**src/rtl/aets_pkg.sv**
```systemverilog
package aets_pkg;

	localparam int SCREEN_COLS = 80;
	localparam int SCREEN_ROWS = 25;
	localparam int ROW_W = 5;
	localparam int COL_W = 7;
	localparam int CELLS = SCREEN_COLS * SCREEN_ROWS;
	localparam int ADDR_W = $clog2(CELLS);
	localparam int CELL_W = 16;
	localparam int MAX_PARAMS_DEF = 4;
	localparam int PARAM_W = 10;
	localparam int PARAM_MAX = 999;

	localparam logic [7:0] CH_ESC = 8'h1B;
	localparam logic [7:0] CH_DEL = 8'h7F;
	localparam logic [7:0] CH_BS = 8'h08;
	localparam logic [7:0] CH_CR = 8'h0D;
	localparam logic [7:0] CH_LF = 8'h0A;
	localparam logic [7:0] CH_BLANK = 8'h20;
	localparam logic [7:0] CH_LBRACKET = 8'h5B;
	localparam logic [7:0] CH_QMARK = 8'h3F;
	localparam logic [7:0] CH_SEMI = 8'h3B;
	localparam logic [7:0] CH_ZERO = 8'h30;
	localparam logic [7:0] CH_NINE = 8'h39;
	localparam logic [7:0] CH_J = 8'h4A;
	localparam logic [7:0] CH_K = 8'h4B;
	localparam logic [7:0] CH_H = 8'h48;
	localparam logic [7:0] CH_F = 8'h66;
	localparam logic [7:0] CH_M = 8'h6D;

	localparam logic [7:0] NORMAL_ATTR_RST = 8'h07;
	localparam logic [7:0] INVERSE_ATTR_RST = 8'h70;

	localparam logic CFG_NORMAL_ATTR = 1'b0;
	localparam logic CFG_INVERSE_ATTR = 1'b1;

	localparam logic OP_FEED = 1'b0;
	localparam logic OP_READ = 1'b1;

	typedef struct packed {
		logic operation;
		logic [7:0] data_byte;
		logic [4:0] read_row;
		logic [6:0] read_col;
	} req_item_t;

	typedef struct packed {
		logic [7:0] cell_char;
		logic [7:0] cell_attr;
		logic [4:0] cursor_row;
		logic [6:0] cursor_col;
		logic inverse_on;
	} rsp_item_t;

	typedef enum logic [3:0] {
		CMD_NONE,
		CMD_PUT,
		CMD_CR,
		CMD_LF,
		CMD_BS,
		CMD_CLEAR,
		CMD_EL,
		CMD_CUP,
		CMD_SGR
	} cmd_kind_t;

	typedef struct packed {
		cmd_kind_t kind;
		logic [7:0] ch;
		logic [ROW_W-1:0] row;
		logic [COL_W-1:0] col;
		logic inv_hit;
		logic inv;
	} cmd_t;

endpackage

```
**src/rtl/aets_parser.sv**
```systemverilog
module aets_parser #(
	parameter int MAX_PARAMS = aets_pkg::MAX_PARAMS_DEF
) (
	input logic clk,
	input logic arst_n,
	input logic feed,
	input logic [7:0] byte_in,
	output aets_pkg::cmd_t cmd
);

	localparam int CNT_W = $clog2(MAX_PARAMS + 1);
	localparam int IDX_W = $clog2(MAX_PARAMS);
	localparam int PW = aets_pkg::PARAM_W;

	typedef enum logic [3:0] {
		MODE_NORMAL = 4'b0001,
		MODE_ESC = 4'b0010,
		MODE_CSI = 4'b0100,
		MODE_QMARK = 4'b1000
	} mode_t;

	mode_t mode_q, nx_mode;
	logic [PW-1:0] vals_q [MAX_PARAMS];
	logic [PW-1:0] nx_vals [MAX_PARAMS];
	logic [PW-1:0] cl_vals [MAX_PARAMS];
	logic [CNT_W-1:0] cnt_q, nx_cnt, cl_cnt;
	logic [PW-1:0] acc_q, nx_acc;
	logic active_q, nx_active;
	logic [13:0] prod;
	logic [PW-1:0] p0, p1;
	logic is_digit;

	always_comb begin
		nx_mode = mode_q;
		nx_vals = vals_q;
		nx_cnt = cnt_q;
		nx_acc = acc_q;
		nx_active = active_q;
		cmd = '0;
		cmd.kind = aets_pkg::CMD_NONE;
		cmd.ch = byte_in;

		// Parameter list as it stands once the pending digits are closed.
		cl_vals = vals_q;
		cl_cnt = cnt_q;
		if (active_q && cnt_q < CNT_W'(MAX_PARAMS)) begin
			cl_vals[cnt_q[IDX_W-1:0]] = acc_q;
			cl_cnt = cnt_q + 1'b1;
		end
		p0 = cl_vals[0];
		p1 = cl_vals[1];

		is_digit = byte_in inside {[aets_pkg::CH_ZERO:aets_pkg::CH_NINE]};
		prod = 14'(acc_q) * 14'd10 + {10'b0, byte_in[3:0]};

		case (mode_q)
			MODE_NORMAL: begin
				case (byte_in)
					aets_pkg::CH_ESC: nx_mode = MODE_ESC;
					aets_pkg::CH_CR: cmd.kind = aets_pkg::CMD_CR;
					aets_pkg::CH_LF: cmd.kind = aets_pkg::CMD_LF;
					aets_pkg::CH_BS, aets_pkg::CH_DEL: cmd.kind = aets_pkg::CMD_BS;
					default: cmd.kind = aets_pkg::CMD_PUT;
				endcase
			end
			MODE_ESC: begin
				if (byte_in == aets_pkg::CH_LBRACKET) begin
					nx_mode = MODE_CSI;
					nx_vals = '{default: '0};
					nx_cnt = '0;
					nx_acc = '0;
					nx_active = 1'b0;
				end else begin
					nx_mode = MODE_NORMAL;
				end
			end
			MODE_CSI, MODE_QMARK: begin
				if (mode_q == MODE_CSI && byte_in == aets_pkg::CH_QMARK) begin
					nx_mode = MODE_QMARK;
					nx_vals = '{default: '0};
					nx_cnt = '0;
					nx_acc = '0;
					nx_active = 1'b0;
				end else if (is_digit) begin
					nx_acc = (prod > 14'(aets_pkg::PARAM_MAX)) ? PW'(aets_pkg::PARAM_MAX)
						: prod[PW-1:0];
					nx_active = 1'b1;
				end else if (byte_in == aets_pkg::CH_SEMI) begin
					nx_vals = cl_vals;
					nx_cnt = cl_cnt;
					nx_acc = '0;
					nx_active = 1'b0;
				end else begin
					if (mode_q == MODE_CSI) begin
						case (byte_in)
							aets_pkg::CH_J: begin
								if (p0 == PW'(0) || p0 == PW'(2)) begin
									cmd.kind = aets_pkg::CMD_CLEAR;
								end
							end
							aets_pkg::CH_K: cmd.kind = aets_pkg::CMD_EL;
							aets_pkg::CH_H, aets_pkg::CH_F: begin
								cmd.kind = aets_pkg::CMD_CUP;
								if (p0 == '0) begin
									cmd.row = '0;
								end else if (p0 > PW'(aets_pkg::SCREEN_ROWS)) begin
									cmd.row = aets_pkg::ROW_W'(aets_pkg::SCREEN_ROWS - 1);
								end else begin
									cmd.row = aets_pkg::ROW_W'(p0 - 1'b1);
								end
								if (p1 == '0) begin
									cmd.col = '0;
								end else if (p1 > PW'(aets_pkg::SCREEN_COLS)) begin
									cmd.col = aets_pkg::COL_W'(aets_pkg::SCREEN_COLS - 1);
								end else begin
									cmd.col = aets_pkg::COL_W'(p1 - 1'b1);
								end
							end
							aets_pkg::CH_M: begin
								cmd.kind = aets_pkg::CMD_SGR;
								if (cl_cnt == '0) begin
									cmd.inv_hit = 1'b1;
									cmd.inv = 1'b0;
								end else begin
									// The last 0 or 7 in the list decides.
									for (int i = 0; i < MAX_PARAMS; i++) begin
										if (CNT_W'(i) < cl_cnt) begin
											if (cl_vals[i] == PW'(0)) begin
												cmd.inv_hit = 1'b1;
												cmd.inv = 1'b0;
											end else if (cl_vals[i] == PW'(7)) begin
												cmd.inv_hit = 1'b1;
												cmd.inv = 1'b1;
											end
										end
									end
								end
							end
							default: cmd.kind = aets_pkg::CMD_NONE;
						endcase
					end
					nx_mode = MODE_NORMAL;
					nx_vals = '{default: '0};
					nx_cnt = '0;
					nx_acc = '0;
					nx_active = 1'b0;
				end
			end
			default: nx_mode = MODE_NORMAL;
		endcase
	end

	always_ff @(posedge clk or negedge arst_n) begin
		if (!arst_n) begin
			mode_q <= MODE_NORMAL;
			for (int i = 0; i < MAX_PARAMS; i++) begin
				vals_q[i] <= '0;
			end
			cnt_q <= '0;
			acc_q <= '0;
			active_q <= 1'b0;
		end else if (feed) begin
			mode_q <= nx_mode;
			vals_q <= nx_vals;
			cnt_q <= nx_cnt;
			acc_q <= nx_acc;
			active_q <= nx_active;
		end
	end

endmodule

```
**config.mk**
```make
export PLATFORM = sky130hd
export DESIGN_NAME = aets_parser
export DESIGN_NICKNAME = d
export VERILOG_FILES = /design/src/rtl/aets_pkg.sv /design/src/rtl/aets_parser.sv
export SDC_FILE = /design/constraint.sdc
export NUM_CORES = 1
export LEC_CHECK = 0
export BUFFER_PORTS_ARGS = -buffer_cell sky130_fd_sc_hd__buf_4
export CAP_MARGIN = 15
export CORE_MARGIN = 2
export CORE_UTILIZATION = 55
export CTS_CLUSTER_SIZE = 12
export DETAILED_ROUTE_END_ITERATION = 12
export PLACE_DENSITY = 0.83
export REMOVE_ABC_BUFFERS = 1
export SETUP_SLACK_MARGIN = 0.05
export SYNTH_ARGS = -nofsm -noshare
export SYNTH_HDL_FRONTEND = slang
export SYNTH_SLANG_ARGS = --single-unit
export TNS_END_PERCENT = 50
```
**constraint.sdc**
```tcl
create_clock -name clk -period 4.5 [get_ports clk]
set_input_delay 0.225 -clock clk [delete_from_list [all_inputs] [get_ports clk]]
set_output_delay 0.225 -clock clk [all_outputs]
set_load 0.05 [all_outputs]
```
Word level (Yosys, flattened, before mapping)
Index checks and enable logic that the tools add are counted.

Add/sub/neg operators: 4. $mul: 1. $lt $le $gt $ge: 12. Equality and inequality tests: 26. Multiplexer cells: 62. Bitwise operators: 1. Reductions and logical operators: 17.

Operators with widths (number): $mux W40 (5); $pmux W40 S2 (1); $mux W14 (5); $eq A8 B7 Y1 const B (7); $mux W10 (5); $bwmux W40 (1); $eq A10 B3 Y1 const B (4); $logic_not A10 Y1 (4); $mux W4 (8); $mux W2 (14); $eq A8 B4 Y1 const B (3); $mux W3 (7); $demux W10 S2 (1); $pmux W10 S2 (1); $eq A8 B6 Y1 const B (2); $pmux W4 S4 (1); $add A14 B4 Y14 (1); $gt A14 B10 Y1 const B (1); $mux W7 (2); $mul A10 B3 Y13 const B (1); $mux W12 (1); $pmux W3 S4 (1); $pmux W4 S3 (1); $eq A10 B2 Y1 const B (1); other kinds (33) (45).

Bits in registers: 58. Input port bits: 11. Output and inout port bits: 26.

Longest topological paths before layout
Gate-level depths: netlist of the first run.

Depth after elaboration: 27. Mapped depth: 12. Depth with buffers taken out: 11.

Worst setup path after synthesis of the first run
Ideal clock, no wire load.

Kind: reg-to-output. Start: register cnt_q[1]. End: output port cmd[6] in the netlist's numbering. Arrival time: 3.507 ns. Required time: 4.275 ns. Slack: 0.768 ns. Stages on the path, launching flop included: 12. Buffers on the path: 1. Cells stage by stage: dfrtp_1 > inv_1 > ha_1 > nand3b_1 > buf_2 > mux2_2 > inv_1 > ha_1 > nand2_1 > nand2b_1 > a21oi_1 > nor4_1.

RTL lines: start, declared (line aets_parser.sv:26) `logic [CNT_W-1:0] cnt_q, nx_cnt, cl_cnt;`; start signal, assigned (line aets_parser.sv:165) `cnt_q <= nx_cnt;`; end, declared (line aets_parser.sv:8) `output aets_pkg::cmd_t cmd`.

Worst setup path in the final report of the first run
Start: register acc_q[1]. End: register acc_q[7].

Longest elaborated chain between the ends: 7.

Ends and longest elaborated chain: start, declared (line aets_parser.sv:27) `logic [PW-1:0] acc_q, nx_acc;`; start signal, assigned (line aets_parser.sv:166) `acc_q <= nx_acc;`; $mul A10 B3 Y13 * (line aets_parser.sv:54) `prod = 14'(acc_q) * 14'd10 + {10'b0, byte_in[3:0]};`; $add A14 B4 Y14 * (line aets_parser.sv:54); $gt A14 B10 Y1 (line aets_parser.sv:85) `nx_acc = (prod > 14'(aets_pkg::PARAM_MAX)) ? PW'(aets_pkg::PARAM_MAX)`; $mux W10 * (line aets_parser.sv:85); $mux W10 * (line aets_parser.sv:84) `end else if (is_digit) begin`; $mux W10 * (line aets_parser.sv:78) `if (mode_q == MODE_CSI && byte_in == aets_pkg::CH_QMARK) begin`; $pmux W10 S2 * (line aets_parser.sv:56) `case (mode_q)`.

Every way passes the cells marked *; elsewhere a longest branch is shown, timed or not. A chain may end at the register's enable or synchronous reset.

==> results.toml, run 1 <==
[status]
outcome = "completed"

[synthesis]
yosysTopAreaCell = "dfrtp_1"
ys_async_sr_fraction = 1.00
synth-edff-count = 0
synth_area_leaders = "dfrtp_1, ha_1, a22o_1, a21oi_1, nand2_1"
ys_ff_latch = 58
yosysWarnings = 0
synth.top_cell.area_share = 0.328
synth-seq-area-share = 0.334
synth_cells = 488
avgSynthCellArea_um2 = 8.92
syn-cell-area_um2 = 4350
synth_flop_cell = "dfrtp_1"
yosysMostFrequentCell = "dfrtp_1"
yosysUniqueCellTypes = 64
synth_common_cells = "dfrtp_1, nand2_1, nor2_1"

[drt]
first_iter_violations = 279
drt-total-wl_um = 10700
vias_per_cell = 6.45
vias = 3968
antenna_left = 0
firstDrtPassIters = 5
routedWlPerCell_um = 17.4
drc = 0

[global_route]
grt_overflow = 0
grt_pass1_vias = 3731
track_usage = 0.257
grt_pass1_wl_um = 17800
antenna_found_initial = 0
grt_max_degree = 59

[power]
combPwrFrac = 0.123
clkPwrFrac = 0.415
intPower_uw = 843
power_switching_share = 0.293
p_per_area_nw_per_um2 = 247
ir_drop_uv = 239
seq_power_share = 0.462
p_leak_nw = 2.23
netSwitchingPower_uw = 349

[floorplan]
fp.dieH_um = 93.0
row_count = 32
core_um2 = 7690
io-pin-count = 37
fp.dieW_um = 93.0
initial_utilization = 0.566
dieArea_um2 = 8640

[sta]
rsz0062_at_grt = "false"
max_freq_ghz = 0.268
hold_viol = 0
max_slew.worst_pin.slew_ps = 944
slew_viol_final = 0
maxSlewHeadroom = 0.362
tns_ps = 0
setup_viol = 0
post-route-period-util = 0.828
skew_ps = 13.3
fin_crit_ps = 3730

[placed_design]
port_buffers = 36
routabilityCongestion = 0.905
dp_hpwl_um = 7790

[final_layout]
seq_area_um2 = 1450
syn2layout_area_growth_pct = 10.8
nets = 548
fillers = 644
multi_input_area_um2 = 2700
final_util = 0.627
antenna_cells = 0
drive_above_1_share = 0.129

[cts]
cts_hold_buf = 1
root_buffer = "clkbuf_8"
cts_tree = "yes"
clock_path_buffers = 2
post_cts_buffers = 0
cts_resized = 0
h-tree-depth = 3
clk_latency_ps = 340
cts_made_buffers = 9
clock-sinks = 58
clk_pin_slew_worst_paths_ps = 70

[setup_path]
crit_type = "reg -> reg"
crit_required_ps = 4680
cp_max_fo = 12
setup.worst_path.end_class = "register"
worstPathArrival_ps = 3900
start_kind = "register"

[run]
drv_cap = 0

[min_path]
min_path_type = "in -> reg"
## final timing paths
check,from,to,slack [ps],cells past startpoint
worst max-delay path,acc_q[1]$_DFFE_PN0P_,acc_q[7]$_DFFE_PN0P_,770,11
worst min-delay path,byte_in[0],acc_q[0]$_DFFE_PN0P_,320,3
worst max register to register,acc_q[1]$_DFFE_PN0P_,acc_q[7]$_DFFE_PN0P_,770,11
worst min register to register,vals_q[38]$_DFFE_PN0P_,vals_q[38]$_DFFE_PN0P_,490,2
max in group asynchronous,arst_n,mode_q[1]$_DFFE_PN0P_,3510,2
min in group asynchronous,arst_n,vals_q[16]$_DFFE_PN0P_,490,2
## flip-flops by register name, summed over array words and instances, names as in the netlist
| register | cells |
|---|---|
| vals_q | 40 |
| acc_q | 10 |
| mode_q | 4 |
| cnt_q | 3 |
| active_q | 1 |
## layout make-up
class,count,share of cell area
inverter,13,0.0101
tap,102,0.0265
multi-input combinational,387,0.559
timing repair buffer,39,0.0612
clock inverter,7,0.0161
clock buffer,9,0.0257
sequential,58,0.301
## through the flow
step	hold slack, ps	power [mW]	std cells	cell area, um2	setup WS [ps]
after global placement	320	0.705	598	4610	1010
after global routing	340	1.24	615	4820	488
after floorplan	-70.6	0.635	458	4200	738
after detailed placement	337	0.707	598	4610	812
after CTS	308	1.19	615	4820	787
final	324	1.19	615	4820	773
## per-layer routing
metal | up-vias | share of wire | wire [um] | track usage
met3 | 17 | 0.051 | 547 | 0.0464
met5 | - | 0 | 0 | 0
met1 | 1952 | 0.42 | 4530 | 0.337
met2 | 134 | 0.51 | 5440 | 0.432
met4 | 0 | 0.017 | 186 | 0.0772
li1 | 1865 | - | - | -
## layout by cell type (no fill, tap or decap), drive strengths merged, types with 4 or more instances in the layout
master,synthesis,routed
dfrtp,57,57
nand2,42,42
nor2,42,42
buf,13,38
a21oi,36,36
a22o,30,30
ha,27,27
o21ai,26,26
mux2i,15,15
nor3,14,14
o31ai,14,14
inv,13,14
nor4,11,11
nand3,11,11
nand2b,10,10
xnor2,10,10
clkbuf,17,9
nand3b,7,7
xor2,7,7
o211ai,7,7
nand4b,5,5
or3,5,5
nor2b,4,4
nor4b,4,4
nor3b,4,4
o41ai,4,4
a31oi,4,4
clkinvlp,0,4
## cells by family (layout without fill, tap and decap cells)
kind of cell | Yosys count | after routing | synth area share
fa+ha+maj | 29 | 29 | 0.0868
flops | 58 | 58 | 0.334
xor+xnor | 17 | 17 | 0.0342
simple gates | 180 | 180 | 0.231
compound gates | 143 | 143 | 0.226
buf+inv | 43 | 68 | 0.0466
mux | 18 | 18 | 0.0423
## power by group through the flow
stage | clock network, mW | logic, mW | registers, mW
2_1_floorplan | 0 | 0.0792 | 0.556
3_3_place_gp | 0 | 0.144 | 0.561
3_5_place_dp | 0 | 0.146 | 0.561
4_1_cts | 0.495 | 0.147 | 0.551
5_1_grt | 0.525 | 0.163 | 0.553
6_report | 0.494 | 0.147 | 0.551
## worst max-delay path: stages (launching register included)
cell and delay, ps:
dfrtp_1 540, ha_1 360, ha_1 160, inv_1 60
fa_1 400, xnor2_1 390, nand3b_1 160, nor4_1 420
nand3_1 160, mux2i_1 160, o311ai_1 570, o211ai_1 170
Note: power is estimated with default switching activity, not from simulation.
==> inputs of run 2 (changes only) <==
==> constraint.sdc (replaced) <==
create_clock -name clk -period 3.9 [get_ports clk]
set_input_delay 0.195 -clock clk [delete_from_list [all_inputs] [get_ports clk]]
set_output_delay 0.195 -clock clk [all_outputs]
set_load 0.05 [all_outputs]
==> results.toml, run 2 (synthesis gave the netlist of run 1 again) <==
[status]
outcome = "completed"

[final_layout]
top_regs = "vals_q x40, acc_q x10, mode_q x4"
drive_above_1_share = 0.144
layout_commonest_cell = "dfrtp_1"
design_area_um2 = 4890
top_register = "vals_q"
layout_common_cells = "dfrtp_1, buf_4, nand2_1, nor2_1, a21oi_1"
largest_register_ffs = 40
antenna_cells = 0
nets = 555
syn2layout_area_growth_pct = 12.4

[sta]
max_slew.worst_pin.slew_ps = 947
rsz0062_at_grt = "false"
fin_crit_ps = 3570
layout_setup_ws_ps = 335
maxSlewHeadroom = 0.360
max_freq_ghz = 0.280
hold_viol = 0
tns_ps = 0
skew_ps = 11.9
post-route-period-util = 0.914
setup_viol = 0
hold_slack_ps = 256
slew_viol_final = 0

[placed_design]
place_area_um2 = 4660
port_buffers = 36
routabilityCongestion = 0.930
dpl_worst_slack_ps = 248
dp_hpwl_um = 7990

[setup_path]
setup.worst_path.end_class = "register"
crit_required_ps = 4100
crit_family = "adder cells"
path_cells = "ha_1 > ha_1 > inv_1 > fa_1 > xnor2_1 > nand3b_1 > nor4_1 > nand3_1 > mux2i_1 > o311ai_2 > o211ai_1"
crit_type = "reg -> reg"
crit_top_cell = "ha_1"
start_kind = "register"
worstPathArrival_ps = 3760
crit_path_top_delay_cell = "dfrtp_1"
cp_num_buf_inv = 1
reg2reg_depth = 11
slowest_delay_ps = 550
cp_max_fo = 10
critical_path_cell_count = 11

[global_route]
grt_pass1_wl_um = 18400
grt_max_degree = 59
grt_overflow = 0
track_usage = 0.267
antenna_found_initial = 0
grt_pass1_vias = 3815

[cts]
clk_latency_ps = 350
root_buffer = "clkbuf_8"
clk_pin_slew_worst_paths_ps = 70
h-tree-depth = 3
clock-sinks = 58
cts_tree = "yes"
cts_made_buffers = 9
clock_path_buffers = 2

[power]
clkPwrFrac = 0.415
ir_drop_uv = 206
seq_power_share = 0.460
p_leak_nw = 2.26
intPower_uw = 988
netSwitchingPower_uw = 397
power_switching_share = 0.287
combPwrFrac = 0.125
p_per_area_nw_per_um2 = 283

[floorplan]
dieArea_um2 = 8640
initial_utilization = 0.566
fp.dieW_um = 93.0
core_um2 = 7690
row_count = 32
io-pin-count = 37
fp.dieH_um = 93.0

[drt]
vias_per_cell = 6.43
wl_met2_um = 5610
routedWlPerCell_um = 17.8
met1_length_um = 4720
highest_layer = "met4"
first_iter_violations = 313
drc = 0
firstDrtPassIters = 5
antenna_left = 0
drt-total-wl_um = 11100
wl_met3_um = 560
vias = 4001

[min_path]
worstHoldPathCells = 3
min_path_type = "in -> reg"

[run]
drv_cap = 0
run 2: metrics by stage:
step                instances   util  power, mW
floorplan                 458      -      0.733
global placement          605  0.607      0.814
detailed placement        605  0.607      0.819
finish                    622  0.636       1.38
global route              622  0.636       1.43
CTS                       622  0.634       1.39
run 2: power by group through the flow:
stage	combinational [mW]	clock (mW)	sequential, mW
floorplan	0.0914	0	0.642
global route	0.188	0.606	0.639
global placement	0.167	0	0.647
finish	0.172	0.575	0.638
CTS	0.172	0.580	0.637
detailed placement	0.170	0	0.649
run 2: path summary, 6_finish.rpt:
| kind | startpoint | endpoint | slack, ps |
|---|---|---|---|
| worst max-delay path | acc_q[0]$_DFFE_PN0P_ | acc_q[7]$_DFFE_PN0P_ | 330 |
| worst min-delay path | feed | acc_q[5]$_DFFE_PN0P_ | 260 |
| worst max register to register | acc_q[0]$_DFFE_PN0P_ | acc_q[7]$_DFFE_PN0P_ | 330 |
| worst min register to register | vals_q[33]$_DFFE_PN0P_ | vals_q[33]$_DFFE_PN0P_ | 490 |
| max in group asynchronous | arst_n | vals_q[7]$_DFFE_PN0P_ | 2960 |
| min in group asynchronous | arst_n | vals_q[18]$_DFFE_PN0P_ | 460 |
run 2: worst register-to-register path: stages, from the launching register on:
cell	delay, ps
dfrtp_1	550
ha_1	240
ha_1	180
inv_1	60
fa_1	400
xnor2_1	400
nand3b_1	170
nor4_1	420
nand3_1	170
mux2i_1	200
o311ai_2	490
o211ai_1	150
run 2: final cells by class:
type	count	area, um2
Fill cell	640	2800
Multi-Input combinational cell	387	2710
Sequential cell	58	1450
Timing Repair Buffer	46	348
Clock buffer	10	138
Tap cell	102	128
Clock inverter	6	66.3
Inverter	13	48.8
run 2: timing repair:
| item | CTS | global route |
|---|---|---|
| hold buffers | 1 | 0 |
| resized for setup | 0 | 2 |
| setup endpoints to repair | 0 | 10 |
| hold endpoints to repair | 57 | 0 |
| buffers inserted | 0 | 0 |
run 2: routing by layer:
| layer | GRT usage | vias up |
|---|---|---|
| met4 | 0.102 | 0 |
| li1 | - | 1880 |
| met5 | 0 | - |
| met2 | 0.461 | 135 |
| met3 | 0.0415 | 19 |
| met1 | 0.337 | 1967 |
==> inputs of run 3 (changes only) <==
--- a/config.mk
+++ b/config.mk
@@ -5,6 +5,7 @@
 export SDC_FILE = /design/constraint.sdc
 export NUM_CORES = 1
 export LEC_CHECK = 0
+export ABC_AREA = 1
 export BUFFER_PORTS_ARGS = -buffer_cell sky130_fd_sc_hd__buf_4
 export CAP_MARGIN = 15
 export CORE_MARGIN = 2
==> results.toml, run 3 <==
[sta]
slew_viol_final = 0
fin_crit_ps = 3280
skew_ps = 10.2
hold_viol = 0
max_slew.worst_pin.slew_ps = 971
maxSlewHeadroom = 0.350
tns_ps = 0
setup_viol = 0
post-route-period-util = 0.841
layout_setup_ws_ps = 619
rsz0062_at_grt = "false"
max_freq_ghz = 0.305

[synthesis]
avgSynthCellArea_um2 = 6.74
ys_async_sr_fraction = 1.00
ys_ff_latch = 58
yosysMostFrequentCell = "nand2_1"
yosysTopAreaCell = "dfrtp_1"
synth_common_cells = "nand2_1, inv_1, nand3_1"
yosysUniqueCellTypes = 44
syn-cell-area_um2 = 4850
synth.top_cell.area_share = 0.294
synth-edff-count = 0
synth_flop_cell = "dfrtp_1"
synth_area_leaders = "dfrtp_1, nand2_1, inv_1, ha_1, nand3_1"
synth_cells = 720
synth-seq-area-share = 0.299
yosysWarnings = 0

[drt]
routedWlPerCell_um = 14.3
drt-total-wl_um = 12300
antenna_left = 0
drc = 0
first_iter_violations = 367
vias = 4826
vias_per_cell = 5.62
firstDrtPassIters = 5

[cts]
cts_resized = 0
h-tree-depth = 3
clk_latency_ps = 340
clock-sinks = 58
cts_hold_buf = 1
post_cts_buffers = 0
cts_made_buffers = 9
clk_pin_slew_worst_paths_ps = 70
cts_tree = "yes"
root_buffer = "clkbuf_8"
clock_path_buffers = 2

[final_layout]
finalNonFillerCells = 858
top_register = "vals_q"
multi_input_area_um2 = 2890
layout_commonest_cell = "nand2_1"
nets = 785
seq_area_um2 = 1450
layout_common_cells = "nand2_1, inv_1, nand3_1, nor2_1, dfrtp_1"
antenna_cells = 0
top_regs = "vals_q x40, acc_q x10, mode_q x4"
fillers = 754
largest_register_ffs = 40
syn2layout_area_growth_pct = 10.7
drive_above_1_share = 0.112

[setup_path]
r2r_slack_ps = 830
worstReg2RegStart = "acc_q[1]$_DFFE_PN0P_"
start_kind = "register"
crit_required_ps = 3700
crit_top_cell = "nand2_1"
worstPathArrival_ps = 3090
reg2reg_depth = 15
setup.worst_path.end_class = "output port"
cp_max_fo = 12
r2r-end = "acc_q[9]$_DFFE_PN0P_"
crit_type = "reg -> out"
slowest_delay_ps = 450
path_cells = "nor2_4 > nand2_1 > inv_1 > nor2_1 > nand2_1 > nand2_1 > nor2_1 > nand4_1 > nand2_1 > nand2_1 > nand2_1 > nand2_1 > a21oi_1 > buf_4"
crit_path_top_delay_cell = "dfrtp_1"

[min_path]
worstHoldPathCells = 3
holdPathEnd = "mode_q[1]$_DFFE_PN0P_"
min_from = "feed"
min_path_type = "in -> reg"

[floorplan]
row_count = 34
initial_utilization = 0.562
fp.dieH_um = 97.9
core_um2 = 8640
dieArea_um2 = 9590
fp.dieW_um = 97.9
io-pin-count = 37

[power]
seq_power_share = 0.307
intPower_mw = 1.23
netSwitchingPower_uw = 866
p_leak_nw = 2.76
p_per_area_nw_per_um2 = 390
ir_drop_uv = 188
clkPwrFrac = 0.279
combPwrFrac = 0.414
power_switching_share = 0.413

[global_route]
grt_overflow = 0
grt_pass1_wl_um = 20300
grt_pass1_vias = 4355
grt_max_degree = 59
antenna_found_initial = 0
track_usage = 0.257

[status]
outcome = "completed"

[placed_design]
routabilityCongestion = 0.914
dp.cells = 840
dpl_worst_slack_ps = 860
port_buffers = 36
dp_hpwl_um = 9210

[run]
drv_cap = 0
run 3: layout make-up:
| cell class | count | area share |
|---|---|---|
| multi-input combinational | 541 | 0.538 |
| inverter | 93 | 0.0650 |
| clock buffer | 14 | 0.0321 |
| sequential | 58 | 0.270 |
| timing repair buffer | 42 | 0.0629 |
| clock inverter | 2 | 0.00652 |
| tap | 108 | 0.0252 |
run 3: cell families (layout without fill, tap and decap cells):
logic type      after synthesis  in the layout  synth area share
flops                        58             58             0.299
fa+ha+maj                    29             29            0.0779
xor+xnor                      9              9            0.0178
compound gates              119            119             0.152
simple gates                383            383             0.344
mux                           1              1           0.00464
buf+inv                     121            151             0.105
run 3: power groups by stage:
stage	Clock, mW	Sequential, mW	Combinational (mW)
detailed placement	0	0.653	0.846
floorplan	0	0.649	0.626
global route	0.610	0.645	0.953
CTS	0.589	0.643	0.850
finish	0.585	0.643	0.868
global placement	0	0.651	0.822
run 3: worst max path at each step:
stage / startpoint / endpoint / slack (ps) / cells past startpoint
finish: cnt_q[2]$_DFFE_PN0P_ / cmd[0] / 620 / 14
global route: cnt_q[2]$_DFFE_PN0P_ / cmd[0] / 390 / 14
CTS: cnt_q[2]$_DFFE_PN0P_ / cmd[0] / 710 / 14
detailed placement: acc_q[1]$_DFFE_PN0P_ / acc_q[0]$_DFFE_PN0P_ / 860 / 15
global placement: acc_q[1]$_DFFE_PN0P_ / acc_q[8]$_DFFE_PN0P_ / 980 / 15
floorplan: mode_q[0]$_DFFE_PN1P_ / cnt_q[1]$_DFFE_PN0P_ / 410 / 6
run 3: worst max-delay path: cells and delay by family (launching register included):
| family | cells | cell delay [ps] |
|---|---|---|
| simple gates | 11 | 1520 |
| buf+inv | 2 | 590 |
| flops | 1 | 450 |
| compound gates | 1 | 180 |
run 3: stage by stage:
step / instance area, um2 / power [mW] / util / hold WS (ps)
after global placement: 5140 / 1.47 / 0.595 / 307
after CTS: 5360 / 2.08 / 0.620 / 208
after detailed placement: 5140 / 1.50 / 0.595 / 311
final: 5370 / 2.10 / 0.622 / 216
after floorplan: 4690 / 1.27 / - / -101
after global routing: 5370 / 2.21 / 0.622 / 235
run 3: metal layers:
metal | global-route usage | vias up | share of wire
met4 | 0.0630 | 0 | 0.016
met2 | 0.432 | 171 | 0.49
li1 | - | 2414 | -
met3 | 0.0494 | 20 | 0.060
met5 | 0 | - | 0
met1 | 0.342 | 2221 | 0.43
