$ cat src/rtl/aets_pkg.sv
package aets_pkg;

	localparam int SCREEN_COLS = 80;
	localparam int SCREEN_ROWS = 25;
	localparam int ROW_W = 5;
	localparam int COL_W = 7;
	localparam int CELLS = SCREEN_COLS * SCREEN_ROWS;
	localparam int ADDR_W = $clog2(CELLS);
	localparam int CELL_W = 16;
	localparam int MAX_PARAMS_DEF = 4;
	localparam int PARAM_W = 10;
	localparam int PARAM_MAX = 999;

	localparam logic [7:0] CH_ESC = 8'h1B;
	localparam logic [7:0] CH_DEL = 8'h7F;
	localparam logic [7:0] CH_BS = 8'h08;
	localparam logic [7:0] CH_CR = 8'h0D;
	localparam logic [7:0] CH_LF = 8'h0A;
	localparam logic [7:0] CH_BLANK = 8'h20;
	localparam logic [7:0] CH_LBRACKET = 8'h5B;
	localparam logic [7:0] CH_QMARK = 8'h3F;
	localparam logic [7:0] CH_SEMI = 8'h3B;
	localparam logic [7:0] CH_ZERO = 8'h30;
	localparam logic [7:0] CH_NINE = 8'h39;
	localparam logic [7:0] CH_J = 8'h4A;
	localparam logic [7:0] CH_K = 8'h4B;
	localparam logic [7:0] CH_H = 8'h48;
	localparam logic [7:0] CH_F = 8'h66;
	localparam logic [7:0] CH_M = 8'h6D;

	localparam logic [7:0] NORMAL_ATTR_RST = 8'h07;
	localparam logic [7:0] INVERSE_ATTR_RST = 8'h70;

	localparam logic CFG_NORMAL_ATTR = 1'b0;
	localparam logic CFG_INVERSE_ATTR = 1'b1;

	localparam logic OP_FEED = 1'b0;
	localparam logic OP_READ = 1'b1;

	typedef struct packed {
		logic operation;
		logic [7:0] data_byte;
		logic [4:0] read_row;
		logic [6:0] read_col;
	} req_item_t;

	typedef struct packed {
		logic [7:0] cell_char;
		logic [7:0] cell_attr;
		logic [4:0] cursor_row;
		logic [6:0] cursor_col;
		logic inverse_on;
	} rsp_item_t;

	typedef enum logic [3:0] {
		CMD_NONE,
		CMD_PUT,
		CMD_CR,
		CMD_LF,
		CMD_BS,
		CMD_CLEAR,
		CMD_EL,
		CMD_CUP,
		CMD_SGR
	} cmd_kind_t;

	typedef struct packed {
		cmd_kind_t kind;
		logic [7:0] ch;
		logic [ROW_W-1:0] row;
		logic [COL_W-1:0] col;
		logic inv_hit;
		logic inv;
	} cmd_t;

endpackage

$ cat src/rtl/aets_ctrl.sv
module aets_ctrl (
	input logic clk,
	input logic arst_n,
	input logic req_valid,
	output logic req_ready,
	input aets_pkg::req_item_t req,
	output logic rsp_valid,
	input logic rsp_ready,
	output aets_pkg::rsp_item_t rsp,
	input aets_pkg::cmd_t cmd,
	input logic [7:0] normal_attr,
	input logic [7:0] inverse_attr,
	output logic ram_we,
	output logic [aets_pkg::ADDR_W-1:0] ram_waddr,
	output logic [aets_pkg::CELL_W-1:0] ram_wdata,
	output logic [aets_pkg::ADDR_W-1:0] ram_raddr,
	input logic [aets_pkg::CELL_W-1:0] ram_rdata
);

	localparam int AW = aets_pkg::ADDR_W;
	localparam int RW = aets_pkg::ROW_W;
	localparam int CW = aets_pkg::COL_W;
	localparam int ROWS = aets_pkg::SCREEN_ROWS;
	localparam int COLS = aets_pkg::SCREEN_COLS;
	localparam logic [aets_pkg::CELL_W-1:0] INIT_BLANK =
		{aets_pkg::NORMAL_ATTR_RST, aets_pkg::CH_BLANK};

	typedef enum logic [3:0] {
		ST_IDLE = 4'b0001,
		ST_FILL = 4'b0010,
		ST_READ = 4'b0100,
		ST_RESULT = 4'b1000
	} ctrl_state_t;

	ctrl_state_t state_q, nx_state;
	logic [RW-1:0] row_q, nx_row, top_q, nx_top, bs_row, rd_row;
	logic [CW-1:0] col_q, nx_col, bs_col, rd_col;
	logic inv_q, nx_inv;
	logic [AW-1:0] fill_addr_q, nx_fill_addr, fill_last_q, nx_fill_last;
	logic fill_init_q, nx_fill_init, fill_bump_q, nx_fill_bump;
	logic [7:0] res_char_q, nx_res_char, res_attr_q, nx_res_attr;
	logic [AW-1:0] cur_base, bs_base, top_base;
	logic [aets_pkg::CELL_W-1:0] blank;
	logic out_load;
	aets_pkg::rsp_item_t rsp_q;
	logic rsp_valid_q;

	// Rows are stored as a ring: logical row 0 lives at physical row top_q.
	function automatic logic [AW-1:0] row_base(input logic [RW-1:0] r, input logic [RW-1:0] t);
		logic [RW:0] s;
		s = {1'b0, r} + {1'b0, t};
		if (s >= (RW + 1)'(ROWS)) begin
			s = s - (RW + 1)'(ROWS);
		end
		return AW'(s) * AW'(COLS);
	endfunction

	assign blank = {normal_attr, aets_pkg::CH_BLANK};
	assign cur_base = row_base(row_q, top_q);
	assign bs_base = row_base(bs_row, top_q);
	assign top_base = row_base(RW'(0), top_q);
	assign rd_row = (req.read_row >= RW'(ROWS)) ? RW'(ROWS - 1) : req.read_row;
	assign rd_col = (req.read_col >= CW'(COLS)) ? CW'(COLS - 1) : req.read_col;
	assign ram_raddr = row_base(rd_row, top_q) + AW'(rd_col);
	assign req_ready = (state_q == ST_IDLE);
	assign rsp_valid = rsp_valid_q;
	assign rsp = rsp_q;

	always_comb begin
		bs_row = row_q;
		bs_col = col_q;
		if (col_q != '0) begin
			bs_col = col_q - 1'b1;
		end else if (row_q != '0) begin
			bs_row = row_q - 1'b1;
			bs_col = CW'(COLS - 1);
		end
	end

	always_comb begin
		nx_state = state_q;
		nx_row = row_q;
		nx_col = col_q;
		nx_inv = inv_q;
		nx_top = top_q;
		nx_fill_addr = fill_addr_q;
		nx_fill_last = fill_last_q;
		nx_fill_init = fill_init_q;
		nx_fill_bump = fill_bump_q;
		nx_res_char = res_char_q;
		nx_res_attr = res_attr_q;
		ram_we = 1'b0;
		ram_waddr = fill_addr_q;
		ram_wdata = blank;
		out_load = 1'b0;

		case (state_q)
			ST_IDLE: begin
				if (req_valid) begin
					nx_res_char = '0;
					nx_res_attr = '0;
					if (req.operation == aets_pkg::OP_READ) begin
						nx_state = ST_READ;
					end else begin
						nx_state = ST_RESULT;
						case (cmd.kind)
							aets_pkg::CMD_PUT: begin
								ram_we = 1'b1;
								ram_waddr = cur_base + AW'(col_q);
								ram_wdata = {inv_q ? inverse_attr : normal_attr, cmd.ch};
								if (col_q == CW'(COLS - 1)) begin
									nx_col = '0;
									if (row_q == RW'(ROWS - 1)) begin
										nx_state = ST_FILL;
										nx_fill_addr = top_base;
										nx_fill_last = top_base + AW'(COLS - 1);
										nx_fill_bump = 1'b1;
									end else begin
										nx_row = row_q + 1'b1;
									end
								end else begin
									nx_col = col_q + 1'b1;
								end
							end
							aets_pkg::CMD_CR: nx_col = '0;
							aets_pkg::CMD_LF: begin
								if (row_q == RW'(ROWS - 1)) begin
									nx_state = ST_FILL;
									nx_fill_addr = top_base;
									nx_fill_last = top_base + AW'(COLS - 1);
									nx_fill_bump = 1'b1;
								end else begin
									nx_row = row_q + 1'b1;
								end
							end
							aets_pkg::CMD_BS: begin
								ram_we = 1'b1;
								ram_waddr = bs_base + AW'(bs_col);
								nx_row = bs_row;
								nx_col = bs_col;
							end
							aets_pkg::CMD_CLEAR: begin
								nx_state = ST_FILL;
								nx_fill_addr = '0;
								nx_fill_last = AW'(aets_pkg::CELLS - 1);
								nx_fill_bump = 1'b0;
								nx_row = '0;
								nx_col = '0;
							end
							aets_pkg::CMD_EL: begin
								nx_state = ST_FILL;
								nx_fill_addr = cur_base + AW'(col_q);
								nx_fill_last = cur_base + AW'(COLS - 1);
								nx_fill_bump = 1'b0;
							end
							aets_pkg::CMD_CUP: begin
								nx_row = cmd.row;
								nx_col = cmd.col;
							end
							aets_pkg::CMD_SGR: begin
								if (cmd.inv_hit) begin
									nx_inv = cmd.inv;
								end
							end
							default: nx_state = ST_RESULT;
						endcase
					end
				end
			end
			ST_FILL: begin
				ram_we = 1'b1;
				ram_waddr = fill_addr_q;
				ram_wdata = fill_init_q ? INIT_BLANK : blank;
				if (fill_addr_q == fill_last_q) begin
					// The clearing pass after reset has no item waiting on it.
					nx_state = fill_init_q ? ST_IDLE : ST_RESULT;
					nx_fill_init = 1'b0;
					nx_fill_bump = 1'b0;
					if (fill_bump_q) begin
						nx_top = (top_q == RW'(ROWS - 1)) ? '0 : top_q + 1'b1;
					end
				end else begin
					nx_fill_addr = fill_addr_q + 1'b1;
				end
			end
			ST_READ: begin
				nx_res_char = ram_rdata[7:0];
				nx_res_attr = ram_rdata[15:8];
				nx_state = ST_RESULT;
			end
			ST_RESULT: begin
				if (!rsp_valid_q || rsp_ready) begin
					out_load = 1'b1;
					nx_state = ST_IDLE;
				end
			end
			default: nx_state = ST_IDLE;
		endcase
	end

	always_ff @(posedge clk or negedge arst_n) begin
		if (!arst_n) begin
			state_q <= ST_FILL;
			row_q <= '0;
			col_q <= '0;
			inv_q <= 1'b0;
			top_q <= '0;
			fill_addr_q <= '0;
			fill_last_q <= AW'(aets_pkg::CELLS - 1);
			fill_init_q <= 1'b1;
			fill_bump_q <= 1'b0;
			rsp_valid_q <= 1'b0;
		end else begin
			state_q <= nx_state;
			row_q <= nx_row;
			col_q <= nx_col;
			inv_q <= nx_inv;
			top_q <= nx_top;
			fill_addr_q <= nx_fill_addr;
			fill_last_q <= nx_fill_last;
			fill_init_q <= nx_fill_init;
			fill_bump_q <= nx_fill_bump;
			if (out_load) begin
				rsp_valid_q <= 1'b1;
			end else if (rsp_ready) begin
				rsp_valid_q <= 1'b0;
			end
		end
	end

	always_ff @(posedge clk) begin
		res_char_q <= nx_res_char;
		res_attr_q <= nx_res_attr;
		if (out_load) begin
			rsp_q.cell_char <= res_char_q;
			rsp_q.cell_attr <= res_attr_q;
			rsp_q.cursor_row <= row_q;
			rsp_q.cursor_col <= col_q;
			rsp_q.inverse_on <= inv_q;
		end
	end

endmodule
$ cat config.mk
export PLATFORM = sky130hd
export DESIGN_NAME = aets_ctrl
export DESIGN_NICKNAME = d
export VERILOG_FILES = /design/src/rtl/aets_pkg.sv /design/src/rtl/aets_ctrl.sv
export SDC_FILE = /design/constraint.sdc
export NUM_CORES = 1
export LEC_CHECK = 0
export ABC_AREA = 1
export BUFFER_PORTS_ARGS = -buffer_cell sky130_fd_sc_hd__buf_2
export CAP_MARGIN = 20
export CORE_MARGIN = 2
export CORE_UTILIZATION = 50
export DETAILED_ROUTE_END_ITERATION = 8
export HOLD_SLACK_MARGIN = 0.15
export MAX_ROUTING_LAYER = met4
export PLACE_DENSITY = 0.74
export SYNTH_ARGS = -nofsm -noshare
export SYNTH_HDL_FRONTEND = slang
export SYNTH_SLANG_ARGS = --single-unit
$ cat constraint.sdc
create_clock -name clk -period 12.5 [get_ports clk]
set_clock_uncertainty 0.1 [all_clocks]
set_input_delay 2.5 -clock clk [delete_from_list [all_inputs] [get_ports clk]]
set_output_delay 2.5 -clock clk [all_outputs]
set_load 0.01 [all_outputs]
* After elaboration in Yosys (flattened, before gate mapping) *
Cells that the tools add are included.

word-level totals
  flip-flop bits (word level) = 92
  input bits = 83
  logic and storage cells = 157

cells by class
  add/sub/neg operators = 18
  multipliers = 4
  $lt $le $gt $ge = 6
  equal/unequal tests = 25
  mux-type cells = 63
  bitwise logic cells = 1
  reductions and logical operators = 23

operators with widths
  cell                                                                   number
  11-bit two-way mux                                                     10
  11-bit one-hot mux with 4 select lines                                 2
  16-bit two-way mux                                                     4
  11-bit one-hot mux with 2 select lines                                 2
  11-bit by 7-bit adder with 11-bit output                               3
  16-bit one-hot mux with 2 select lines                                 1
  8-bit one-hot mux with 2 select lines                                  2
  5-bit two-way mux                                                      6
  6-bit by 3-bit multiplier with 7-bit output, second input constant     4
  4-bit two-way mux                                                      7
  7-bit two-way mux                                                      4
  7-bit one-hot mux with 4 select lines                                  1
  5-bit one-hot mux with 5 select lines                                  1
  6-bit two-way mux                                                      4
  11-bit by 7-bit adder with 11-bit output, second input constant        2
  4-bit by 3-bit == test with 1-bit output, second input constant        5
  5-bit by 5-bit adder with 6-bit output                                 3
  6-bit by 5-bit >= comparator with 1-bit output, second input constant  3
  6-bit by 5-bit subtractor with 6-bit output, second input constant     3
  8-bit two-way mux                                                      2
  4-bit one-hot mux with 4 select lines                                  1
  5-bit AND reduction                                                    3
  4-bit by 2-bit == test with 1-bit output, second input constant        3
  1-bit two-way mux                                                      12
  other kinds (32)                                                       52

* Logic depth before layout (Yosys ltp) *
Gate-level depths: netlist of the first run.

  depth in word-level cells = 12
  depth in mapped cells = 30
  depth with buffers taken out = 30

* Worst setup path after synthesis of the first run *
OpenSTA, ideal clock, no wires.

  kind = in2out
  start point = in req[8] (netlist name)
  end point = out ram_raddr[10] (netlist name)
  data arrival time = 6.047 ns
  required time = 9.900 ns
  path slack = 3.853 ns
  stages = 21
  cells stage by stage = inv_1 > a31oi_1 > nor2_1 > ha_1 > fa_1 > inv_1 > ha_1 > nand2_1 > nor2_1 > nor2_1 > nand2_1 > nand2_1 > o21ai_0 > ha_1 > ha_1 > inv_1 > fa_1 > nor3_1 > xnor2_1 > xnor2_1 > inv_1

on the way
  longest elaborated chain between the ends = 7
  elaborated cells between the ends (all ways) = 8
  classes of those cells = add/sub: 3; mul: 1; order compare: 2; mux: 2

RTL lines
  item                                                                                                                  line                              source
  from (decl)                                                                                                           aets_ctrl.sv:6                    input aets_pkg::req_item_t req,
  5-bit >= comparator                                                                                                   aets_ctrl.sv:62                   assign rd_row = (req.read_row >= RW'(ROWS)) ? RW'(ROWS - 1) : req.read_row;
  5-bit two-way mux *                                                                                                   aets_ctrl.sv:62
  5-bit by 5-bit adder with 6-bit output *                                                                              aets_ctrl.sv:51                   s = {1'b0, r} + {1'b0, t};
  6-bit by 5-bit subtractor with 6-bit output / 6-bit by 5-bit >= comparator with 1-bit output (equally long branches)  aets_ctrl.sv:53, aets_ctrl.sv:52
  6-bit two-way mux *                                                                                                   aets_ctrl.sv:52                   if (s >= (RW + 1)'(ROWS)) begin
  6-bit by 3-bit multiplier with 7-bit output *                                                                         aets_ctrl.sv:55                   return AW'(s) * AW'(COLS);
  11-bit by 7-bit adder with 11-bit output *                                                                            aets_ctrl.sv:64                   assign ram_raddr = row_base(rd_row, top_q) + AW'(rd_col);
  to (decl)                                                                                                             aets_ctrl.sv:16                   output logic [aets_pkg::ADDR_W-1:0] ram_raddr,

Mark *: on every way between the ends. The rest lies on a longest branch, timed or not.

* Worst setup path after layout of the first run *
  start point = in req[10] (netlist name)
  end point = out ram_raddr[10] (netlist name)

The elaborated chain is that of the path after synthesis.

==> results.toml, run 1 <==
[outcome]
status = "completed"

[power_and_ir_drop]
netSwitchingFraction = 0.4866
p_comb_frac = 0.619
power_frac_clock = 0.131
switching_power_w = 0.0009451
p_int_w = 0.0009970
p_leak_nw = 4.466
seqPwrFrac = 0.249
power.density_mw_per_mm2 = 223.3
irDropWorstVdd_uv = 140.9

[placed_design]
place.gp.congestion = 0.9319
dpl.hpwl_um = 14880
port-buffer-count = 144

[routing]
drtIter0Drc = 583
wl_per_cell_um = 14.15
via_count = 7015
dr.pass1.iters = 6
antenna_left = 0
vias_per_cell = 5.339
drt_wl_total_um = 18600
drc = 0

[timing]
max_freq_mhz = 109.2
grt_setup_unrepaired = "no"
worstMarginPinSlew_ps = 958.6
period_minus_slack_ps = 9156
hold_viol_final = 0
finalSetupViolCount = 0
setup_tns_ps = 0
hold_ws_ps = 319.5
relSlewSlack = 0.3586
drv_slew = 0
finalCritPeriodShare = 0.7325

[logic_synthesis]
synth-edff-count = 45
async_flop_share = 0.4886
ys_types = 47
ys_seq_elements = 88
synth-warning-count = 0
ys_seq_area_frac = 0.3251
synthFlopType = "edfxtp_1"
syn_inst = 980
syn_area_mm2 = 0.007493
syn-num-nets = 1145
syn_avg_cell_area_um2 = 7.646

[setup_path]
crit_chain = "buf_2 -> nand2_1 -> a31oi_1 -> nor2_1 -> ha_1 -> fa_1 -> inv_1 -> ha_1 -> nand2_1 -> nor2_1 -> nor2_1 -> nand2_1 -> nand2_1 -> o21ai_0 -> ha_1 -> ha_1 -> inv_1 -> fa_1 -> nor3_1 -> xnor2_1 -> xnor2_1 -> inv_1 -> buf_2"
critical_path.top_delay_family = "adder cells"
cp_slowest_cell = "o21ai_0"
cp_data_required_time_ps = 9900
endpoint_kind = "output pin"
cp.buffers_inverters = 5
crit_arrival_ps = 6560
cp-start-kind = "input port"
cp_max_fo = 6
path_class = "in -> out"
max_stage_delay_ps = 480

[global_route]
grt_pass1_vias = 6556
antenna_found_initial = 0
grt_max_degree = 44
grt_use_total = 0.2421
grt_pass1_wl_um = 30750
grt-ovfl-total = 0

[cts]
clkLatencyLatePin_ps = 350
cts_resized = 0
clkTransAtPathRegs_ps = 60
cts_buffers = 9
h-tree-depth = 3
cts_tree = "yes"
root_buffer = "clkbuf_16"
hold_buffers = 0
ctsLongestPathBuffers = 2
post_cts_buffers = 0
clock_sinks = 88

[floorplanning]
io_pins = 153
rows = 44
die_y_um = 126.4
die_area_mm2 = 0.01598
fp.dieW_um = 126.4
core_mm2 = 0.01459
start_util = 0.5136

[flow_run]
maxCapViolCount = 0

[layout]
layout.nets = 1290
diodes = 0
syn_to_final_growth_pct = 16.05
final_layout_size_suffix_gt1_frac = 0.1841

[worst_hold_path]
hold_class = "reg -> reg"
final timing paths:
check,slack (ps),end,startpoint,cells past startpoint
max reg2reg,7850,fill_last_q[10]$_DFFE_PN1P_,top_q[0]$_DFFE_PN0P_,24
min in group asynchronous,1890,fill_addr_q[7]$_DFFE_PN0P_,arst_n,1
min,320,rsp[26]$_DFFE_PP_,res_char_q[5]$_SDFFCE_PN0P_,0
max in group asynchronous,9900,fill_init_q$_DFFE_PN1P_,arst_n,2
min reg2reg,320,rsp[26]$_DFFE_PP_,res_char_q[5]$_SDFFCE_PN0P_,0
max,3340,ram_raddr[10],req[10],23
logic make-up (layout without fill, tap and decap cells):
family,count (synthesis),count (layout),synth area share
compound gates,151,151,0.1179
buf+inv,180,330,0.09284
xor+xnor,55,55,0.06428
simple gates,424,424,0.2530
fa+ha+maj,82,82,0.1469
flops,88,88,0.3251
sequential cells by signal (all words and copies together) (netlist names):
register	flops
state_q	4
top_q	5
fill_addr_q	11
res_attr_q	8
fill_init_q	1
fill_bump_q	1
row_q	5
rsp	29
col_q	7
rsp_valid	1
res_char_q	8
inv_q	1
fill_last_q	7
synthesized netlist by cell type (3+ instances only):
cell type	instances	area, µm²
o21ai_1	8	40.04
nand3_1	89	445.4
o221ai_1	7	61.31
clkbuf_1	9	33.78
xnor2_1	11	96.34
nand2_1	192	720.7
nor2_1	90	337.8
edfxtp_1	45	1351
or2_2	6	37.54
o22ai_1	7	43.79
nand4_1	6	37.54
a31oi_1	10	62.56
dfrtp_1	36	900.9
fa_1	10	200.2
dfstp_2	7	183.9
ha_1	72	900.9
o211ai_1	5	37.54
nor2_2	5	31.28
a32oi_1	4	35.03
or2_1	3	18.77
inv_2	9	33.78
a21oi_1	45	225.2
nor2_4	3	33.78
xor2_1	44	385.4
nor3_1	15	75.07
o21ai_0	56	280.3
nand3b_1	3	22.52
inv_1	157	589.3
per-stage QoR:
step	worst slack (ps)	utilization	total power, W	cells	instance area (µm²)
after global routing	2895	0.5961	0.002131	1314	8696
after floorplan	3853	-	0.001377	980	7493
after global placement	3382	0.5755	0.001636	1297	8396
after detailed placement	3320	0.5755	0.001669	1297	8396
after CTS	3325	0.5947	0.001933	1313	8676
final	3344	0.5961	0.001942	1314	8696
final cells by class:
cell class,instances,area [µm²]
clock buffers,10,229.0
clock inverters,6,51.30
fillers,1316,5893
repair buffers,147,755.7
flip-flops and latches,88,2436
inverters,167,629.4
well taps,184,230.2
multi-input cells,712,4364
cells in the final DEF, fill, tap and decap left out, drive strengths merged, types with 9 or more instances in the layout:
cell type  synthesis  routed
nand2            196     196
o21ai             65      65
inv              167     170
dfrtp             36      36
nand3             89      89
a21oi             45      45
a31oi             10      10
xnor2             11      11
o221ai             9       9
xor2              44      44
fa                10      10
buf                4     147
ha                72      72
clkbuf             9      10
edfxtp            45      45
nor2              99      99
nor3              17      17
or2                9       9
power groups by stage:
stage               Sequential (W)  Clock (W)  Combinational (W)
floorplan                 0.000471          0           0.000906
global placement          0.000486          0            0.00115
CTS                       0.000483   0.000261            0.00119
detailed placement        0.000488          0            0.00118
finish                    0.000484   0.000255            0.00120
global route              0.000496   0.000273            0.00136
metal layers:
| layer | global-route usage | up-vias | routed length (µm) |
|---|---|---|---|
| met4 | 0.07498 | 0 | 403 |
| met1 | 0.3159 | 3158 | 8289 |
| met3 | 0.03669 | 38 | 1504 |
| met2 | 0.3910 | 289 | 8397 |
| li1 | - | 3530 | - |
| met5 | - | - | 0 |
Power figures use the tool's default switching activity.
==> run 2: changes to the inputs <==
PLACE_DENSITY = 0.77   (was 0.74)
clock period = 7.85 ns   (was 12.5 ns; I/O delays follow)
==> run 2 against run 1 <==
- register-to-register slack got worse by 4600 ps
- cell count is the same
- routed wire length up 0.87%
- cell area grew 0.37%
- sequential power increased by 60%
- flip-flop and latch count is the same
- combinational power increased by 60%
- via count increased by 0.30%
- first-iteration DRC count increased by 0.69%
- die area did not move
- setup slack got worse by 2900 ps
- core utilization up 0.22 points
- critical path type is now reg -> out
==> results.toml, run 2 (synthesis gave the netlist of run 1 again) <==
[layout]
final_util = 0.5983
layout.nets = 1290
diodes = 0
nFillCells = 1320
stdcell_area_mm2 = 0.008728
multi_input_area_mm2 = 0.004368
final_layout_size_suffix_gt1_frac = 0.1858
largest_reg_flops = 29
final_cell_mix = "nand2_1, inv_1, buf_2"
final_common_cell = "nand2_1"
syn_to_final_growth_pct = 16.48
final-instance-count-excl-fill = 1314
layout.area.seq_mm2 = 0.002436

[cts]
ctsLongestPathBuffers = 2
hold_buffers = 0
root_buffer = "clkbuf_16"
cts_buffers = 9
clkTransAtPathRegs_ps = 70
cts_tree = "yes"
cts_resized = 0
post_cts_buffers = 0
clkLatencyLatePin_ps = 350
clock_sinks = 88
h-tree-depth = 3

[timing]
setup_tns_ps = 0
drv_slew = 0
worstMarginPinSlew_ps = 871.5
finalCritPeriodShare = 0.9399
hold_ws_ps = 314.1
hold_viol_final = 0
period_minus_slack_ps = 7378
max_freq_mhz = 135.5
finalSetupViolCount = 0
grt_setup_unrepaired = "no"
relSlewSlack = 0.4169

[floorplanning]
core_mm2 = 0.01459
rows = 44
die_y_um = 126.4
die_area_mm2 = 0.01598
io_pins = 153
start_util = 0.5136
fp.dieW_um = 126.4

[placed_design]
place.gp.congestion = 0.9432
dpl.hpwl_um = 14980
dp.cells = 1297
port-buffer-count = 144
post_dp_cell_area_mm2 = 0.008396

[outcome]
status = "completed"

[setup_path]
endpoint_kind = "output pin"
path_class = "reg -> out"
timing.rr.end = "fill_last_q[10]$_DFFE_PN1P_"
cp_max_fo = 8
rr_startpoint = "top_q[0]$_DFFE_PN0P_"
reg2reg_slack_ps = 3220
cp_data_required_time_ps = 6180
cp-start-kind = "register"
crit_arrival_ps = 5710
reg2reg_depth = 24

[worst_hold_path]
timing.hold.worst_endpoint = "rsp[17]$_DFFE_PP_"
min_from = "res_attr_q[4]$_SDFFCE_PN0P_"
hold_class = "reg -> reg"
holdPathStages = 0

[global_route]
grt_pass1_wl_um = 30630
grt_use_total = 0.2426
grt_pass1_vias = 6543
grt_max_degree = 44
antenna_found_initial = 0
grt-ovfl-total = 0

[flow_run]
maxCapViolCount = 0

[power_and_ir_drop]
p_leak_nw = 4.483
power.density_mw_per_mm2 = 358.9
irDropWorstVdd_uv = 237.3

[routing]
wl_per_cell_um = 14.27
drc = 0
via_count = 7036
vias_per_cell = 5.355
dr.pass1.iters = 6
drt_wl_total_um = 18760
antenna_left = 0
drtIter0Drc = 587
run 2: per-layer routing:
layer | up-vias | track usage | wire (µm)
li1 | 3524 | - | -
met1 | 3197 | 0.3059 | 8196
met2 | 269 | 0.3960 | 8803
met3 | 46 | 0.03543 | 1238
met4 | 0 | 0.09373 | 518
met5 | - | - | 0
run 2: report_power, final:
| part | switching (W) | leakage (nW) | internal [W] |
|---|---|---|---|
| Sequential | 0.000114 | 0.921 | 0.000658 |
| Combinational | 0.00120 | 3.41 | 0.000714 |
| Clock | 0.000192 | 0.149 | 0.000253 |
| Total | 0.00151 | 4.48 | 0.00163 |
run 2: how the worst max path moves through the flow:
stage | startpoint | end | slack (ps) | cells past startpoint
6_report | col_q[0]$_DFFE_PN0P_ | ram_waddr[8] | 470 | 24
3_5_place_dp | req[8] | ram_raddr[10] | 520 | 23
3_3_place_gp | req[8] | ram_raddr[10] | 570 | 23
4_1_cts | col_q[0]$_DFFE_PN0P_ | ram_waddr[8] | 350 | 22
2_1_floorplan | req[8] | ram_raddr[10] | 1060 | 21
5_1_grt | col_q[0]$_DFFE_PN0P_ | ram_waddr[8] | 70 | 23
run 2: area by class of cell:
type                            instances  area share
Clock buffer                            9     0.02580
Timing Repair Buffer                  147     0.08658
Inverter                              167     0.07210
Tap cell                              184     0.02638
Sequential cell                        88      0.2791
Clock inverter                          7    0.009604
Multi-Input combinational cell        712      0.5004
run 2: metrics by stage:
stage | power [W] | setup slack [ps]
after global placement | 0.002607 | 569.4
after CTS | 0.003128 | 345.5
final | 0.003133 | 471.7
after floorplan | 0.002193 | 1063
after detailed placement | 0.002662 | 518.2
after global routing | 0.003444 | 73.59
run 2: worst max-delay path, cell delays in order, from the launching register on:
cell,delay (ps)
dfrtp_1,470
inv_1,180
ha_1,190
nand4_1,240
nor2_1,390
inv_1,150
nand2_1,80
o21ai_1,130
fa_1,550
inv_1,80
ha_1,230
nand3b_1,100
nand2_1,80
o21ai_2,280
nand2_1,90
o21ai_1,250
ha_1,320
ha_1,210
inv_1,70
fa_1,480
xor2_1,210
o22ai_1,170
nand2_1,100
o21ai_0,140
buf_2,190
==> run 3: changes to the inputs <==
--- a/config.mk
+++ b/config.mk
@@ -10,8 +10,9 @@
 export CAP_MARGIN = 20
+export CELL_PAD_IN_SITES_DETAIL_PLACEMENT = 1
+export CELL_PAD_IN_SITES_GLOBAL_PLACEMENT = 2
 export CORE_MARGIN = 2
-export CORE_UTILIZATION = 50
+export CORE_UTILIZATION = 29
 export DETAILED_ROUTE_END_ITERATION = 8
-export HOLD_SLACK_MARGIN = 0.15
 export MAX_ROUTING_LAYER = met4
-export PLACE_DENSITY = 0.77
+export PLACE_DENSITY_LB_ADDON = 0.1
 export SYNTH_ARGS = -nofsm -noshare
==> constraint.sdc (replaced) <==
create_clock -name clk -period 7.85 [get_ports clk]
set_clock_uncertainty 0.1 [all_clocks]
set_input_delay 0.785 -clock clk [delete_from_list [all_inputs] [get_ports clk]]
set_output_delay 0.785 -clock clk [all_outputs]
set_load 0.01 [all_outputs]
==> run 3 against run 2 <==
- critical path depth down 1
- cell count up 11%
- largest power group unchanged
- sequential share of layout area down 0.51 points
- global-route usage down 5.6 points
- combinational power up 4%
- via count down 1.9%
- clock power up 3%
- flip-flop and latch count unchanged
- non-clock buffer count unchanged
- core utilization down 25 points
- cell area up 1.9%
- highest routed layer unchanged
==> results.toml, run 3 (synthesis gave the netlist of run 1 again) <==
[global_route]
use_met1 = 0.2408
grt_max_degree = 44
busiest_layer = "met2"
grt_pass1_wl_um = 38020
gr-usage-met3 = 0.02160
grt-ovfl-total = 0
grt_pass1_vias = 7152
gr-usage-met2 = 0.3125
antenna_found_initial = 0
grt_use_total = 0.1862

[cts]
cts_resized = 0
root_buffer = "clkbuf_16"
ctsLongestPathBuffers = 2
cts_buffers = 9
cts_tree = "yes"
hold_buffers = 0
h-tree-depth = 3
clkLatencyLatePin_ps = 360
clkTransAtPathRegs_ps = 80
clock_sinks = 88
post_cts_buffers = 0

[timing]
grt_setup_unrepaired = "no"
worstMarginPinSlew_ps = 885.0
drv_slew = 0
max_freq_mhz = 147.6
period_minus_slack_ps = 6774
relSlewSlack = 0.4078
finalCritPeriodShare = 0.8630
setup_tns_ps = 0
finalSetupViolCount = 0
hold_ws_ps = 321.1
hold_viol_final = 0

[layout]
final_common_cell = "nand2_1"
diodes = 0
final_util = 0.3521
final_cell_mix = "nand2_1, inv_1, buf_2"
layout.area.seq_mm2 = 0.002436
syn_to_final_growth_pct = 18.67
nFillCells = 3183
largest_reg_flops = 29
multi_input_area_mm2 = 0.004364
layout.nets = 1290
final_layout_size_suffix_gt1_frac = 0.1850

[routing]
antenna_left = 0
via_count = 6904
vias_per_cell = 4.729
wl_per_cell_um = 16.04
drt_wl_total_um = 23410
drtIter0Drc = 245
dr.pass1.iters = 4
drc = 0

[floorplanning]
fp.dieW_um = 164.7
die_y_um = 164.7
io_pins = 153
start_util = 0.2967
die_area_mm2 = 0.02714
rows = 58
core_mm2 = 0.02525

[power_and_ir_drop]
p_leak_nw = 4.478
irDropWorstVdd_uv = 163.8
power.density_mw_per_mm2 = 364.0

[setup_path]
crit_arrival_ps = 5890
critPathLaunch = "col_q[0]$_DFFE_PN0P_"
cp_data_required_time_ps = 6960
cp_max_fo = 8
endpoint_kind = "output pin"
cp-start-kind = "register"
path_class = "reg -> out"
rr_startpoint = "top_q[0]$_DFFE_PN0P_"

[placed_design]
port-buffer-count = 144
dpl.hpwl_um = 18930
place.gp.congestion = 0.7844

[flow_run]
maxCapViolCount = 0

[worst_hold_path]
min_from = "res_attr_q[5]$_SDFFCE_PN0P_"
hold_class = "reg -> reg"

[outcome]
status = "completed"
## run 3: changes by cell type in the layout (fill, tap and decap cells not counted), sizes merged
cell      delta
bufinv       -1
clkinv       +2
clkinvlp     -1
## run 3: area by class of cell
class                      count  share of cell area
clock buffer                   9             0.02533
clock inverter                 7            0.009146
inverter                     167             0.07078
multi-input combinational    712              0.4908
sequential                    88              0.2740
tap                          330             0.04643
timing repair buffer         147             0.08358
## run 3: metrics by stage
stage / worst slack (ps) / total power [W] / instance area [µm²] / std cells
floorplan: 2540 / 0.002193 / 7493 / 980
global placement: 1529 / 0.002779 / 8586 / 1444
detailed placement: 1461 / 0.002804 / 8586 / 1444
CTS: 1023 / 0.003299 / 8892 / 1460
global route: 513.1 / 0.003618 / 8892 / 1460
finish: 1076 / 0.003237 / 8892 / 1460
## run 3: metal layers
metal	vias up	part of all wire
met3	21	0.029
met4	0	0.015
met1	3250	0.48
li1	3520	-
met5	-	0
met2	113	0.48
## run 3: path summary, 6_finish.rpt
path                                                to  slack [ps]  cells past startpoint
max                                       ram_waddr[8]        1080                     23
min                                  rsp[18]$_DFFE_PP_         320                      0
max reg2reg                fill_last_q[10]$_DFFE_PN1P_        3080                     24
min reg2reg                          rsp[18]$_DFFE_PP_         320                      0
max in group asynchronous   fill_last_q[5]$_DFFE_PN0P_        6740                      2
min in group asynchronous         row_q[4]$_DFFE_PN0P_         420                      2
## run 3: worst max-delay path: stages (launching register included)
cell and delay, ps:
dfrtp_1 470, inv_1 180, ha_1 180, nand4_1 250, nor2_1 420, inv_1 160
nand2_1 90, o21ai_1 130, fa_1 570, inv_1 80, ha_1 190, nand3b_1 150
nand2_1 100, o21ai_1 180, o21ai_0 490, ha_1 340, ha_1 210, inv_1 70
fa_1 470, xor2_1 190, o22ai_1 230, nand2_1 90, o21ai_0 90, buf_2 170
## run 3: where the power goes
group | internal, W | switching [W] | total (W)
sequential | 0.000657 | 0.000121 | 0.000778
combinational | 0.000715 | 0.00128 | 0.00200
clock | 0.000229 | 0.000232 | 0.000461
total | 0.00160 | 0.00164 | 0.00324
